==> src/hw/rtl/sat_pkg.sv <==
`timescale 1ns / 1ps
// Shared types and constants for the shell argument tokenizer.
// No dependencies; sat_front, sat_back and the top level import this package, sat_fifo does not.
package sat_pkg;

   // character codes the parser reacts to
   localparam logic [7:0] CHAR_NUL    = 8'h00;
   localparam logic [7:0] CHAR_DQUOTE = 8'h22;
   localparam logic [7:0] CHAR_SQUOTE = 8'h27;
   localparam logic [7:0] CHAR_BSLASH = 8'h5c;
   localparam logic [7:0] CHAR_TAB    = 8'h09;
   localparam logic [7:0] CHAR_CR     = 8'h0d;
   localparam logic [7:0] CHAR_SPACE  = 8'h20;

   // queue depths between the parts
   localparam int TOK_QUEUE_DEPTH = 4;
   localparam int RSP_QUEUE_DEPTH = 2;

   // parser mode
   typedef enum logic [1:0] {
      MODE_BETWEEN,
      MODE_PLAIN,
      MODE_ESCAPE,
      MODE_QUOTED
   } mode_type;

   // classified input character, front to back
   typedef struct packed {
      logic [7:0] data;
      logic       is_nul;
      logic       is_last;
      logic       is_space;
      logic       is_dquote;
      logic       is_squote;
      logic       is_bslash;
   } tok_type;

   // one result word
   typedef struct packed {
      logic       has_byte;
      logic [7:0] out_byte;
      logic       ends_arg;
      logic [3:0] arg_index;
      logic       string_done;
      logic [3:0] arg_total;
   } rsp_type;

endpackage

==> src/hw/rtl/shell_argument_tokenizer.sv <==
`timescale 1ns / 1ps
// Top level of the shell argument tokenizer: front, token queue, parser, result queue.
// Depends on sat_pkg, sat_front, sat_fifo and sat_back.
//
//   channel  ports                          direction  handshake
//   request  req_in_byte, req_is_last       in         req_push / req_full
//   response rsp_has_byte .. rsp_arg_total  out        rsp_pop / rsp_empty
//
// While no queue is full, one character per clock; the parser pops one character per cycle.
// Characters are registered in the front stage and token queue, results in the result queue.
// Spare separators, opening quotes and escape marks give no result; they only update state.
// Reset is synchronous and clears queues and parser state; there is no clearing pass.
// A stalled result side fills the result queue, then the token queue, then raises req_full.
module shell_argument_tokenizer #(
   parameter int MAX_ARGS = 10
) (
   input  logic       clock,
   input  logic       reset,
   input  logic       req_push,
   input  logic [7:0] req_in_byte,
   input  logic       req_is_last,
   output logic       req_full,
   output logic       rsp_empty,
   input  logic       rsp_pop,
   output logic       rsp_has_byte,
   output logic [7:0] rsp_out_byte,
   output logic       rsp_ends_arg,
   output logic [3:0] rsp_arg_index,
   output logic       rsp_string_done,
   output logic [3:0] rsp_arg_total
);
   import sat_pkg::*;

   logic    front_valid, front_ready;
   tok_type front_tok, head_tok;
   logic    tok_full, tok_empty, tok_pop;
   logic    rsp_full, back_push;
   rsp_type back_rsp, head_rsp;

   sat_front u_front (
      .clock       (clock),
      .reset       (reset),
      .req_push    (req_push),
      .req_in_byte (req_in_byte),
      .req_is_last (req_is_last),
      .req_full    (req_full),
      .tok_valid   (front_valid),
      .tok         (front_tok),
      .tok_ready   (front_ready)
   );

   assign front_ready = !tok_full;

   // classified characters waiting for the parser
   sat_fifo #(
      .WIDTH ($bits(tok_type)),
      .DEPTH (TOK_QUEUE_DEPTH)
   ) u_tok_queue (
      .clock     (clock),
      .reset     (reset),
      .push      (front_valid),
      .push_data (front_tok),
      .full      (tok_full),
      .pop       (tok_pop),
      .pop_data  (head_tok),
      .empty     (tok_empty)
   );

   sat_back #(
      .MAX_ARGS (MAX_ARGS)
   ) u_back (
      .clock     (clock),
      .reset     (reset),
      .tok_valid (!tok_empty),
      .tok       (head_tok),
      .tok_pop   (tok_pop),
      .rsp_ready (!rsp_full),
      .rsp_push  (back_push),
      .rsp       (back_rsp)
   );

   // finished result words
   sat_fifo #(
      .WIDTH ($bits(rsp_type)),
      .DEPTH (RSP_QUEUE_DEPTH)
   ) u_rsp_queue (
      .clock     (clock),
      .reset     (reset),
      .push      (back_push),
      .push_data (back_rsp),
      .full      (rsp_full),
      .pop       (rsp_pop),
      .pop_data  (head_rsp),
      .empty     (rsp_empty)
   );

   assign rsp_has_byte    = head_rsp.has_byte;
   assign rsp_out_byte    = head_rsp.out_byte;
   assign rsp_ends_arg    = head_rsp.ends_arg;
   assign rsp_arg_index   = head_rsp.arg_index;
   assign rsp_string_done = head_rsp.string_done;
   assign rsp_arg_total   = head_rsp.arg_total;

endmodule

==> src/hw/rtl/sat_fifo.sv <==
`timescale 1ns / 1ps
// Small register queue used between the tokenizer parts.
// Self-contained; no package needed.
module sat_fifo #(
   parameter int WIDTH = 8,
   parameter int DEPTH = 4
) (
   input  logic             clock,
   input  logic             reset,
   input  logic             push,
   input  logic [WIDTH-1:0] push_data,
   output logic             full,
   input  logic             pop,
   output logic [WIDTH-1:0] pop_data,
   output logic             empty
);
   localparam int PTR_W = (DEPTH > 1) ? $clog2(DEPTH) : 1;
   localparam int CNT_W = $clog2(DEPTH + 1);

   logic [WIDTH-1:0] mem_ff [DEPTH];
   logic [PTR_W-1:0] wr_ptr_ff, wr_ptr_in;
   logic [PTR_W-1:0] rd_ptr_ff, rd_ptr_in;
   logic [CNT_W-1:0] count_ff, count_in;
   logic             do_push, do_pop;

   assign full     = (count_ff == CNT_W'(DEPTH));
   assign empty    = (count_ff == '0);
   assign do_push  = push && !full;
   assign do_pop   = pop && !empty;
   assign pop_data = mem_ff[rd_ptr_ff];

   // pointer wrap and fill count
   always_comb begin
      wr_ptr_in = wr_ptr_ff;
      rd_ptr_in = rd_ptr_ff;
      count_in  = count_ff;
      if (do_push) begin
         wr_ptr_in = (wr_ptr_ff == PTR_W'(DEPTH - 1)) ? '0 : wr_ptr_ff + 1'b1;
      end
      if (do_pop) begin
         rd_ptr_in = (rd_ptr_ff == PTR_W'(DEPTH - 1)) ? '0 : rd_ptr_ff + 1'b1;
      end
      case ({do_push, do_pop})
         2'b10:   count_in = count_ff + 1'b1;
         2'b01:   count_in = count_ff - 1'b1;
         default: count_in = count_ff;
      endcase
   end

   always_ff @(posedge clock) begin
      if (reset) begin
         wr_ptr_ff <= '0;
         rd_ptr_ff <= '0;
         count_ff  <= '0;
      end else begin
         wr_ptr_ff <= wr_ptr_in;
         rd_ptr_ff <= rd_ptr_in;
         count_ff  <= count_in;
      end
   end

   // storage, no reset needed
   always_ff @(posedge clock) begin
      if (do_push) begin
         mem_ff[wr_ptr_ff] <= push_data;
      end
   end

endmodule

==> src/hw/rtl/sat_front.sv <==
`timescale 1ns / 1ps
// Front end: takes input words and classifies each character.
// Depends on sat_pkg (tok_type, character codes).
module sat_front (
   input  logic             clock,
   input  logic             reset,
   input  logic             req_push,
   input  logic [7:0]       req_in_byte,
   input  logic             req_is_last,
   output logic             req_full,
   output logic             tok_valid,
   output sat_pkg::tok_type tok,
   input  logic             tok_ready
);
   import sat_pkg::*;

   logic    stage_valid_ff, stage_valid_in;
   tok_type stage_ff, stage_in;
   logic    accept;

   assign req_full  = stage_valid_ff && !tok_ready;
   assign accept    = req_push && !req_full;
   assign tok_valid = stage_valid_ff;
   assign tok       = stage_ff;

   // character classes
   always_comb begin
      stage_in.data      = req_in_byte;
      stage_in.is_nul    = (req_in_byte == CHAR_NUL);
      stage_in.is_last   = req_is_last;
      stage_in.is_space  = req_in_byte inside {[CHAR_TAB:CHAR_CR], CHAR_SPACE};
      stage_in.is_dquote = (req_in_byte == CHAR_DQUOTE);
      stage_in.is_squote = (req_in_byte == CHAR_SQUOTE);
      stage_in.is_bslash = (req_in_byte == CHAR_BSLASH);
   end

   // stage occupancy
   always_comb begin
      if (accept) begin
         stage_valid_in = 1'b1;
      end else if (tok_ready) begin
         stage_valid_in = 1'b0;
      end else begin
         stage_valid_in = stage_valid_ff;
      end
   end

   always_ff @(posedge clock) begin
      if (reset) begin
         stage_valid_ff <= 1'b0;
      end else begin
         stage_valid_ff <= stage_valid_in;
      end
   end

   always_ff @(posedge clock) begin
      if (accept) begin
         stage_ff <= stage_in;
      end
   end

endmodule

==> src/hw/rtl/sat_back.sv <==
`timescale 1ns / 1ps
// Back end: parse state machine that turns classified characters into results.
// Depends on sat_pkg (mode_type, tok_type, rsp_type).
module sat_back #(
   parameter int MAX_ARGS = 10
) (
   input  logic             clock,
   input  logic             reset,
   input  logic             tok_valid,
   input  sat_pkg::tok_type tok,
   output logic             tok_pop,
   input  logic             rsp_ready,
   output logic             rsp_push,
   output sat_pkg::rsp_type rsp
);
   import sat_pkg::*;

   mode_type   mode_ff, mode_in, mode_mid;
   logic       single_ff, single_in, single_mid;
   logic [3:0] found_ff, found_in, found_mid;
   logic       has, ends_mid, ends_all, last, emit, quote_match;

   assign tok_pop = tok_valid && rsp_ready;

   // character step
   always_comb begin
      mode_mid    = mode_ff;
      single_mid  = single_ff;
      has         = 1'b0;
      ends_mid    = 1'b0;
      quote_match = single_ff ? tok.is_squote : tok.is_dquote;
      if (!tok.is_nul) begin
         case (mode_ff)
            MODE_BETWEEN: begin
               if (found_ff < 4'(MAX_ARGS) && !tok.is_space) begin
                  if (tok.is_dquote || tok.is_squote) begin
                     mode_mid   = MODE_QUOTED;
                     single_mid = tok.is_squote;
                  end else if (tok.is_bslash) begin
                     mode_mid = MODE_ESCAPE;
                  end else begin
                     mode_mid = MODE_PLAIN;
                     has      = 1'b1;
                  end
               end
            end
            MODE_PLAIN: begin
               if (tok.is_space) begin
                  ends_mid = 1'b1;
               end else if (tok.is_bslash) begin
                  mode_mid = MODE_ESCAPE;
               end else begin
                  has = 1'b1;
               end
            end
            MODE_ESCAPE: begin
               mode_mid = MODE_PLAIN;
               has      = 1'b1;
            end
            MODE_QUOTED: begin
               if (quote_match) begin
                  ends_mid = 1'b1;
               end else begin
                  has = 1'b1;
               end
            end
            default: ;
         endcase
      end
      if (ends_mid) begin
         mode_mid = MODE_BETWEEN;
      end
      // string end closes any open argument
      last      = tok.is_nul || tok.is_last;
      ends_all  = ends_mid || (last && mode_mid != MODE_BETWEEN);
      found_mid = found_ff + {3'b000, ends_all};
      emit      = has || ends_all || last;
   end

   // next state
   always_comb begin
      mode_in   = mode_ff;
      single_in = single_ff;
      found_in  = found_ff;
      if (tok_pop) begin
         if (last) begin
            mode_in   = MODE_BETWEEN;
            single_in = 1'b0;
            found_in  = '0;
         end else begin
            mode_in   = mode_mid;
            single_in = single_mid;
            found_in  = found_mid;
         end
      end
   end

   // result word
   always_comb begin
      rsp_push        = tok_pop && emit;
      rsp.has_byte    = has;
      rsp.out_byte    = has ? tok.data : '0;
      rsp.ends_arg    = ends_all;
      rsp.arg_index   = (has || ends_all) ? found_ff : '0;
      rsp.string_done = last;
      rsp.arg_total   = last ? found_mid : '0;
   end

   always_ff @(posedge clock) begin
      if (reset) begin
         mode_ff   <= MODE_BETWEEN;
         single_ff <= 1'b0;
         found_ff  <= '0;
      end else begin
         mode_ff   <= mode_in;
         single_ff <= single_in;
         found_ff  <= found_in;
      end
   end

endmodule

==> config.mk <==
export PLATFORM = sky130hd
export DESIGN_NAME = shell_argument_tokenizer
export DESIGN_NICKNAME = d
export VERILOG_FILES = /design/src/hw/rtl/sat_pkg.sv /design/src/hw/rtl/shell_argument_tokenizer.sv /design/src/hw/rtl/sat_fifo.sv /design/src/hw/rtl/sat_front.sv /design/src/hw/rtl/sat_back.sv
export SDC_FILE = /design/constraint.sdc
export NUM_CORES = 1
export LEC_CHECK = 0
export BUFFER_PORTS_ARGS = -buffer_cell sky130_fd_sc_hd__buf_2
export CORE_MARGIN = 4
export CORE_UTILIZATION = 30
export DETAILED_ROUTE_END_ITERATION = 12
export PLACE_DENSITY = 0.5
export SYNTH_ARGS = -nofsm -noshare
export SYNTH_HDL_FRONTEND = slang
export SYNTH_SLANG_ARGS = --single-unit
==> constraint.sdc <==
create_clock -name clock -period 3.1 [get_ports clock]
set_input_delay 0.31 -clock clock [delete_from_list [all_inputs] [get_ports clock]]
set_output_delay 0.31 -clock clock [all_outputs]
set_load 0.01 [all_outputs]
==> flow_summary.json <==
{
  "relSlewSlack_pct": 42.5,
  "rsz0062_at_grt": "no",
  "finalPower_mw": 6.30,
  "ctsHoldBuffers": 0,
  "dominantRegCellSynth": "edfxtp_1",
  "drv_cap": 0,
  "grt_usage_pct": 10.5,
  "vias_per_cell": 4.60,
  "avgSynthCellArea_sq_um": 15.6,
  "ios": 34,
  "synthMostInstantiatedCell": "edfxtp_1",
  "root_buffer": "clkbuf_16",
  "startpoint_type": "flip-flop",
  "synthSimpleGateAreaFrac_pct": 8.94,
  "synth_compound_area_share_pct": 5.22,
  "setup_tns_ps": 0,
  "syn_area_sq_um": 5350,
  "synth-seq-area-share_pct": 68.9,
  "finalHoldViolCount": 0,
  "vdd_drop_max_mv": 0.485,
  "netSwitchingFraction_pct": 29.6,
  "fmax_mhz": 360,
  "yosysTopAreaCellShare_pct": 60.6,
  "p_per_area_nw_per_um2": 977,
  "antenna_left": 0,
  "tightest_slew_ps": 861,
  "placed_cell_area_sq_um": 5840,
  "grt_pass1_vias": 3059,
  "dr.pass1.iters": 4,
  "fp-row-count": 48,
  "power.switching_mw": 1.87,
  "nNetsFinal": 417,
  "finalCritPeriodShare_pct": 89.6,
  "synth_cell_types": 48,
  "clk_latency_ps": 410,
  "place.gp.congestion": 0.770,
  "dr.first_iter.drc_count": 144,
  "die_h_um": 142,
  "grt-ovfl-total": 0,
  "leakagePower_nw": 2.23,
  "synth.area.mux_share_pct": 11.3,
  "regArea_sq_um": 3680,
  "drt_wl_total_um": 9760,
  "synth_top_cell_by_area": "edfxtp_1",
  "multi_input_area_sq_um": 1550,
  "via_count": 2908,
  "finClkSkew_ps": 7.41,
  "dpl.cell_count": 600,
  "synth_adder_area_share_pct": 2.48,
  "core_sq_um": 17400,
  "synth_nets": 366,
  "design_area_sq_um": 6450,
  "worst_setup_path_end_kind": "flip-flop",
  "hpwl_um": 6520,
  "cts.htree.levels": 4,
  "synth-xor-area-share_pct": 1.15,
  "drive_gt1_share_pct": 26.8,
  "clkPwrFrac_pct": 32.4,
  "ys_warn_count": 0,
  "status": "complete, no violations",
  "arrival_ps": 3110,
  "synthToLayoutAreaGrowth_pct": 20.6,
  "antenna_found_initial": 0,
  "grt_max_degree": 23,
  "pwr-share-comb_pct": 28.5,
  "io_buffers": 33,
  "dieWidth_um": 142,
  "synth-seq-cells": 130,
  "grt_pass1_wl_um": 16200,
  "yosys-top-cells-area": "edfxtp_1 61%, dfxtp_1 8.2%, mux2_2 4.4%, mux4_2 4.2%, ha_1 2.1%",
  "period_minus_slack_ps": 2780,
  "clockBufferDepth": 2,
  "clock-sinks": 130,
  "num-fill-cells": 1584,
  "cts_tree": "built",
  "synth_top_family_by_area": "multiplexers",
  "synth-edff-count": 108,
  "clkTransAtPathRegs_ps": 50,
  "avgRoutedWirePerCell_um": 15.4,
  "synthCells": 343,
  "drc": 0,
  "p_seq_share_pct": 39.1,
  "start_util_pct": 30.8,
  "finalMaxSlewViolations": 0,
  "async_flop_share_pct": 0,
  "critical_path.max_fanout": 12,
  "required_ps": 3430,
  "cts-buffers-inserted": 17,
  "p_int_mw": 4.44,
  "min_path_type": "input port to flip-flop",
  "die_area_sq_um": 20000,
  "final_cells": 632,
  "antenna_cells": 0,
  "critical_path_class": "flip-flop to flip-flop",
  "yosys-top-cells-count": "108 x edfxtp_1, 26 x nor2_1, 22 x dfxtp_1",
  "setup_viol": 0
}
==> registers in the layout (all words and copies together) (netlist names), named ones only <==
| register | flops |
|---|---|
| u_front.tok_valid | 1 |
| u_back.mode_ff | 2 |
| u_tok_queue.wr_ptr_ff | 2 |
| u_rsp_queue.count_ff | 2 |
| u_tok_queue.mem_ff | 56 |
| u_rsp_queue.mem_ff | 38 |
| u_back.single_ff | 1 |
| u_tok_queue.count_ff | 3 |
| u_back.found_ff | 4 |
| u_front.tok | 14 |
| u_rsp_queue.rd_ptr_ff | 1 |
| u_tok_queue.rd_ptr_ff | 2 |
| u_rsp_queue.wr_ptr_ff | 1 |
==> per-stage QoR <==
stage / util, % / setup slack (ps) / hold slack [ps]
floorplan: - / 191 / 409
global placement: 33.6 / 243 / 464
detailed placement: 33.6 / 171 / 476
CTS: 37.2 / 144 / 71.2
global route: 37.2 / 142 / 69.8
finish: 37.2 / 324 / 94.0
==> worst max-delay path, stage by stage, from the launching register on <==
cell and delay [ps]:
dfxtp_1 640, mux4_2 460, nor4_4 400, nand2_2 110, a31o_4 280, ha_1 330
or3_1 350, a21oi_1 140
==> metal layers <==
metal / vias up / routed length, um / track usage, %
met4: 0 / 85 / 4.24
met2: 58 / 4930 / 17.1
met3: 4 / 340 / 3.34
met1: 1439 / 4400 / 13.1
met5: - / 0 / 0
li1: 1407 / - / -
==> logic make-up (layout without fill, tap and decap cells) <==
group	after synthesis	count (layout)
DFF	130	130
and+or+nand+nor	91	91
AOI/OAI and AO/OA	41	41
muxes	38	38
buffers and inverters	26	90
adders and majority gates	10	10
xor gates and xnor gates	7	7
==> cell usage in the layout, fill, tap and decap left out, types with 3 or more instances in the layout <==
cell	count
xnor2_1	3
mux2_2	21
clkinv_1	5
o32ai_1	4
and2_1	5
nor4_1	4
a21oi_1	16
nor3_1	4
a21boi_1	4
and3_1	5
dfxtp_1	21
or3_1	3
inv_1	16
edfxtp_1	108
nand3_1	7
buf_2	33
a21o_1	3
clkbuf_16	17
mux4_2	10
bufinv_16	4
buf_4	7
ha_1	9
clkinvlp_4	3
o21ai_0	4
mux4_1	4
nand2_1	16
xor2_1	4
nor2b_1	11
nor2_1	26
==> cell type report <==
type	count	area share, %
Clock inverter	15	2.91
Clock buffer	17	6.60
Inverter	16	0.931
Multi-Input combinational cell	187	24.1
Tap cell	225	4.36
Timing Repair Buffer	42	4.00
Sequential cell	130	57.1
==> power by group through the flow <==
stage | Combinational [mW] | Clock (mW) | Sequential (mW)
after global routing | 2.00 | 2.18 | 2.51
after floorplan | 1.32 | 0 | 2.39
final | 1.80 | 2.04 | 2.46
after detailed placement | 1.82 | 0 | 2.50
after CTS | 1.83 | 2.10 | 2.47
after global placement | 1.80 | 0 | 2.49
==> worst paths after layout <==
kind / from / to / slack [ps] / cells after the start
max reg2reg: flip-flop / u_rsp_queue.count_ff[1] / 320 / 7
min: req_is_last / u_front.tok[4] / 90 / 1
min reg2reg: u_back.found_ff[0] / u_back.found_ff[0] / 480 / 2
max: flip-flop / u_rsp_queue.count_ff[1] / 320 / 7
==> what timing repair did <==
item | in CTS | in global routing
endpoints found under the setup margin | 0 | 2
resized for setup | 0 | 1
hold endpoints to repair | 0 | 0
setup buffers | 0 | 0
Note: power is estimated with default switching activity, not from simulation.
